==> config.mk <==
export PLATFORM = sky130hd
export DESIGN_NAME = brf_ctrl
export DESIGN_NICKNAME = d
export VERILOG_FILES = /design/src/design/brf_pkg.sv /design/src/design/brf_ctrl.sv
export SDC_FILE = /design/constraint.sdc
export NUM_CORES = 1
export LEC_CHECK = 0
export BUFFER_PORTS_ARGS = -buffer_cell sky130_fd_sc_hd__buf_2
export CAP_MARGIN = 20
export CORE_MARGIN = 3
export CORE_UTILIZATION = 52
export CTS_CLUSTER_SIZE = 30
export DETAILED_ROUTE_END_ITERATION = 16
export HOLD_SLACK_MARGIN = 0.05
export PLACE_DENSITY = 0.78
export SLEW_MARGIN = 20
export SYNTH_ARGS = -nofsm -noshare
export SYNTH_HDL_FRONTEND = slang
export SYNTH_SLANG_ARGS = --single-unit
export TNS_END_PERCENT = 5
==> constraint.sdc <==
create_clock -name clk -period 3.5 [get_ports clk]
set_input_delay 0.35 -clock clk [delete_from_list [all_inputs] [get_ports clk]]
set_output_delay 0.35 -clock clk [all_outputs]
set_load 0.05 [all_outputs]
==> src/design/brf_pkg.sv <==
// brf_pkg: shared constants, types and helpers for the byte ring fifo
`timescale 1ns / 1ps
`default_nettype none

package brf_pkg;

	localparam int STORE_DEPTH = 1024;
	localparam int MAX_BURST   = 64;
	localparam int IDX_W       = $clog2(STORE_DEPTH);
	localparam int BYTE_W      = 8;
	localparam int ACT_W       = 2;
	localparam int REQ_W       = 7;
	localparam int CNT_W       = 10;
	localparam int BURST_W     = $clog2(MAX_BURST + 1);
	localparam int WIDE_W      = (IDX_W > REQ_W) ? IDX_W + 1 : REQ_W + 1;

	typedef enum logic [ACT_W-1:0] {
		ACT_WRITE = 2'd0,
		ACT_READ  = 2'd1,
		ACT_PEEK  = 2'd2,
		ACT_CLEAR = 2'd3
	} action_t;

	typedef logic [IDX_W-1:0]   idx_t;
	typedef logic [BURST_W-1:0] burst_t;
	typedef logic [BYTE_W-1:0]  byte_t;

	// memory port requests from the controller
	typedef struct packed {
		logic  we;
		idx_t  waddr;
		byte_t wdata;
		logic  re;
		idx_t  raddr;
	} mem_ctl_t;

	// result stage flags, aligned with the memory read data
	typedef struct packed {
		logic strobe;
		logic byte_valid;
		logic last;
		logic accepted;
	} rslt_t;

	// ring increment with wrap at the store depth
	function automatic idx_t next_idx(input idx_t idx);
		idx_t res;
		if (idx == idx_t'(STORE_DEPTH - 1)) begin
			res = '0;
		end else begin
			res = idx + idx_t'(1);
		end
		return res;
	endfunction

endpackage

`default_nettype wire

==> src/design/brf_ctrl.sv <==
// brf_ctrl: ring pointers, fill level and burst read sequencer
`timescale 1ns / 1ps
`default_nettype none

module brf_ctrl
	import brf_pkg::*;
(
	input  wire logic              clk,
	input  wire logic              arst_n,
	input  wire logic              start,
	input  wire logic [ACT_W-1:0]  action,
	input  wire logic [BYTE_W-1:0] byte_in,
	input  wire logic [REQ_W-1:0]  count,
	output      logic              busy,
	output      mem_ctl_t          mem_ctl,
	output      rslt_t             rslt_s1,
	output      idx_t              used_q
);

	typedef enum logic {
		ST_IDLE,
		ST_BURST
	} state_t;

	state_t  state_q;
	idx_t    front_q;
	idx_t    rear_q;
	idx_t    rd_ptr_q;
	burst_t  rem_q;

	logic                accept;
	action_t             act;
	logic                full;
	logic [WIDE_W-1:0]   want_w;
	logic [WIDE_W-1:0]   used_w;
	logic [WIDE_W-1:0]   n_w;
	burst_t              n_bytes;
	logic [IDX_W:0]      front_sum;
	idx_t                front_adv;

	assign busy   = (state_q == ST_BURST);
	assign accept = start && !busy;
	assign act    = action_t'(action);
	assign full   = (used_q == idx_t'(STORE_DEPTH - 1));

	// bytes granted: request saturated to the burst limit, then to the fill level
	always_comb begin
		want_w = WIDE_W'(count);
		if (want_w > WIDE_W'(MAX_BURST)) begin
			want_w = WIDE_W'(MAX_BURST);
		end
		used_w = WIDE_W'(used_q);
		n_w    = (used_w < want_w) ? used_w : want_w;
	end
	assign n_bytes = BURST_W'(n_w);

	// front pointer after removing the granted bytes
	always_comb begin
		front_sum = {1'b0, front_q} + (IDX_W + 1)'(n_bytes);
		if (front_sum >= (IDX_W + 1)'(STORE_DEPTH)) begin
			front_sum = front_sum - (IDX_W + 1)'(STORE_DEPTH);
		end
		front_adv = front_sum[IDX_W-1:0];
	end

	// memory requests
	always_comb begin
		mem_ctl.we    = accept && (act == ACT_WRITE) && !full;
		mem_ctl.waddr = rear_q;
		mem_ctl.wdata = byte_in;
		mem_ctl.re    = (state_q == ST_BURST);
		mem_ctl.raddr = rd_ptr_q;
	end

	// sequencer state and registered result flags
	always_ff @(posedge clk or negedge arst_n) begin
		if (!arst_n) begin
			state_q  <= ST_IDLE;
			front_q  <= '0;
			rear_q   <= '0;
			used_q   <= '0;
			rd_ptr_q <= '0;
			rem_q    <= '0;
			rslt_s1  <= '0;
		end else begin
			rslt_s1 <= '0;
			unique case (state_q)
				ST_IDLE: begin
					if (accept) begin
						unique case (act)
							ACT_WRITE: begin
								rslt_s1.strobe   <= 1'b1;
								rslt_s1.last     <= 1'b1;
								rslt_s1.accepted <= !full;
								if (!full) begin
									rear_q <= next_idx(rear_q);
									used_q <= used_q + idx_t'(1);
								end
							end
							ACT_CLEAR: begin
								rslt_s1.strobe <= 1'b1;
								rslt_s1.last   <= 1'b1;
								front_q        <= '0;
								rear_q         <= '0;
								used_q         <= '0;
							end
							ACT_READ, ACT_PEEK: begin
								if (n_bytes == '0) begin
									rslt_s1.strobe <= 1'b1;
									rslt_s1.last   <= 1'b1;
								end else begin
									state_q  <= ST_BURST;
									rd_ptr_q <= front_q;
									rem_q    <= n_bytes;
									if (act == ACT_READ) begin
										front_q <= front_adv;
										used_q  <= used_q - idx_t'(n_bytes);
									end
								end
							end
							default: begin
							end
						endcase
					end
				end
				ST_BURST: begin
					// one read issued per cycle, flags line up with the read data
					rslt_s1.strobe     <= 1'b1;
					rslt_s1.byte_valid <= 1'b1;
					rslt_s1.last       <= (rem_q == burst_t'(1));
					rd_ptr_q           <= next_idx(rd_ptr_q);
					rem_q              <= rem_q - burst_t'(1);
					if (rem_q == burst_t'(1)) begin
						state_q <= ST_IDLE;
					end
				end
				default: begin
					state_q <= ST_IDLE;
				end
			endcase
		end
	end

endmodule

`default_nettype wire

==> reports/qor.yml <==
status:
  status: "finished, final reports clean"
global_route:
  grt_pass1_vias: 3538
  overflow: 0
  grt_use_total_pct: 24.8
  grt_util_met2_pct: 44.5
  grt_pass1_wl_um: 16800
  grt_max_degree: 37
  use_met1_pct: 30.8
  grtUsageMet3_pct: 4.31
  antenna_found_initial: 0
  busiest_layer: "met2"
sta:
  timing.hold.ws_ps: 91.0
  relSlewSlack_pct: 44.1
  hold_viol: 0
  finalSetupViolations: 0
  fin_skew_ps: 7.55
  rsz0062_at_grt: "true"
  tightest_slew_ps: 830
  setup_slack_ps: 5.34
  fin_crit_sh_pct: 99.8
  min_period_ps: 3490
  fmax_mhz: 286
  slew_viol_final: 0
yosys:
  synth_commonest_cells: "dfrtp_1, nand2_1, o21ai_0"
  yosysMostFrequentCell: "dfrtp_1"
  syn-num-nets: 475
  yosysTopAreaCellShare_pct: 34.3
  postSynthAreaPerCell_um2: 8.96
  synth_seq_cells: 52
  synthArstFlopShare_pct: 100
  synth_cell_types: 60
  yosysTopAreaCell: "dfrtp_1"
  synth_edf_count: 0
  yosysWarnings: 0
  synthTopCellsByArea: "dfrtp_1, ha_1, mux2i_1, nand2_1, o21ai_0"
  netlist_instances: 423
  ys_seq_area_share_pct: 34.3
  netlist_area_um2: 3790
  ys.flop_type: "dfrtp_1"
floorplanning:
  die_x_um: 91.4
  die_h_um: 91.4
  ios: 65
  initial_utilization_pct: 54.6
  rows: 30
  die_area_um2: 8350
  core_um2: 6940
layout:
  drive_above_1_share_pct: 29.1
  syn_to_final_growth_pct: 23.0
  diodes: 0
  nNetsFinal: 559
  fin_cells: 604
  fin_area_um2: 4660
  filler_cell_count: 579
power_and_ir_drop:
  leakagePower_nw: 2.17
  total_power_w: 0.00395
  power_density_nw_per_um2: 848
  ir_worst_vdd_uv: 523
placed_design:
  post-dp-hpwl_um: 7320
  placedCellCount: 592
  place_ws_ps: -366
  placed_area_um2: 4420
  gp_congestion: 0.946
  io_buffer_count: 48
worst_setup_path:
  path_buf_inv: 1
  end_kind: "flop"
  crit_chain: "ha_4 > nor4b_4 > o21ai_2 > a21oi_4 > buf_12 > mux2i_2 > nor2_1 > ha_1 > or4_4 > o2111ai_2 > a21oi_1 > or4b_1 > nand3_1"
  start_kind: "flop"
  arrival_ps: 3750
  cpPeakStageDelay_ps: 540
  crit_fanout: 8
  criticalPathCategory: "flop to flop"
  cp.required_ps: 3760
  cp_top_family: "simple AND/OR/NAND/NOR gates"
  slowest_stage: "or4b_1"
worst_hold_path:
  min-delay-path-class: "input pin to asynchronous set/reset pin"
drt:
  post_drt_wl_per_cell_um: 16.5
  drc: 0
  avgViaCountPerCell: 5.78
  vias: 3493
  routed_wl_um: 9980
  drtIter0Drc: 135
  first_pass_iters: 4
  ant_nets: 0
clock_tree:
  clk_latency_ps: 320
  numCtsBuffers: 5
  cts_tree: "yes"
  cts_sinks: 52
  clk_pin_slew_ps: 110
  htree_levels: 2
  clock_path_buffers: 2
  cts_root_buf: "clkbuf_8"
job:
  maxCapViolations: 0
metrics by stage:
step / utilization, % / setup TNS, ps
after detailed placement: 63.6 / -1530
after global routing: 67.1 / -232
after CTS: 65.9 / -1.04
after global placement: 63.6 / -790
after floorplan: - / 0
final: 67.1 / 0
per-layer routing:
layer,part of all wire (%),up-vias
li1,-,1690
met1,43,1694
met2,51,99
met3,5.1,10
met4,0.99,0
met5,0,-
registers in the layout (all words and copies together) (netlist names):
signal	count
rear_q	10
rd_ptr_q	10
front_q	10
rslt_s1	4
rem_q	7
used_q	10
busy	1
layout by cell type (no fill, tap or decap), types with 5 or more instances in the layout:
cell	count
nand2b_1	7
and3_1	5
a211o_1	5
buf_2	48
xnor2_1	11
a21oi_1	12
dfrtp_1	46
clkbuf_8	5
nand3_1	14
nor3_1	9
o21ai_0	35
nor2_1	28
inv_1	19
dfrtp_2	5
mux2i_2	5
xor2_1	8
ha_1	28
o31ai_1	10
mux2i_1	18
nand2_1	50
buf_4	49
power by group:
group          internal [W]  switching (W)  total [W]
sequential         0.000831       0.000235    0.00107
combinational      0.000926        0.00152    0.00244
clock              0.000217       0.000226   0.000444
repair_timing:
item                       4_1_cts  5_1_grt
pin swaps                        2        4
hold buffers                     0        0
resized for setup                6       15
setup endpoints to repair        5        8
buffers inserted                 2        2
cells by family after synthesis:
logic type,after synthesis,share of synthesized area [%]
multiplexers,26,7.17
buffers and inverters,43,5.78
AND/OR/NAND/NOR,148,19.5
adder cells (fa/ha/maj),32,11.0
XOR/XNOR,19,4.39
AO/OA/AOI/OAI,103,17.8
flip-flops,52,34.3
layout make-up:
type                       count  area [um2]  area share [%]
clock buffer                   5        68.8            1.48
sequential                    52        1310            28.1
multi-input combinational    328        2390            51.2
tap                           96         120            2.58
inverter                      20        75.1            1.61
timing repair buffer         100         651            14.0
clock inverter                 3        46.3           0.993
worst paths after layout:
| check | startpoint | end | slack [ps] | cells past startpoint |
|---|---|---|---|---|
| setup / recovery | used_q[1]$_DFFE_PN0P_ | used_q[9]$_DFFE_PN0P_ | 5 | 13 |
| hold / removal | arst_n | rd_ptr_q[9]$_DFFE_PN0P_ | 90 | 1 |
| setup reg to reg | used_q[1]$_DFFE_PN0P_ | used_q[9]$_DFFE_PN0P_ | 5 | 13 |
| hold reg to reg | front_q[5]$_DFFE_PN0P_ | front_q[5]$_DFFE_PN0P_ | 530 | 2 |
| max in group asynchronous | arst_n | used_q[5]$_DFFE_PN0P_ | 2620 | 2 |
| min in group clk | start | rslt_s1[3]$_DFF_PN0_ | 290 | 3 |
(Power assumes the default switching activity.)
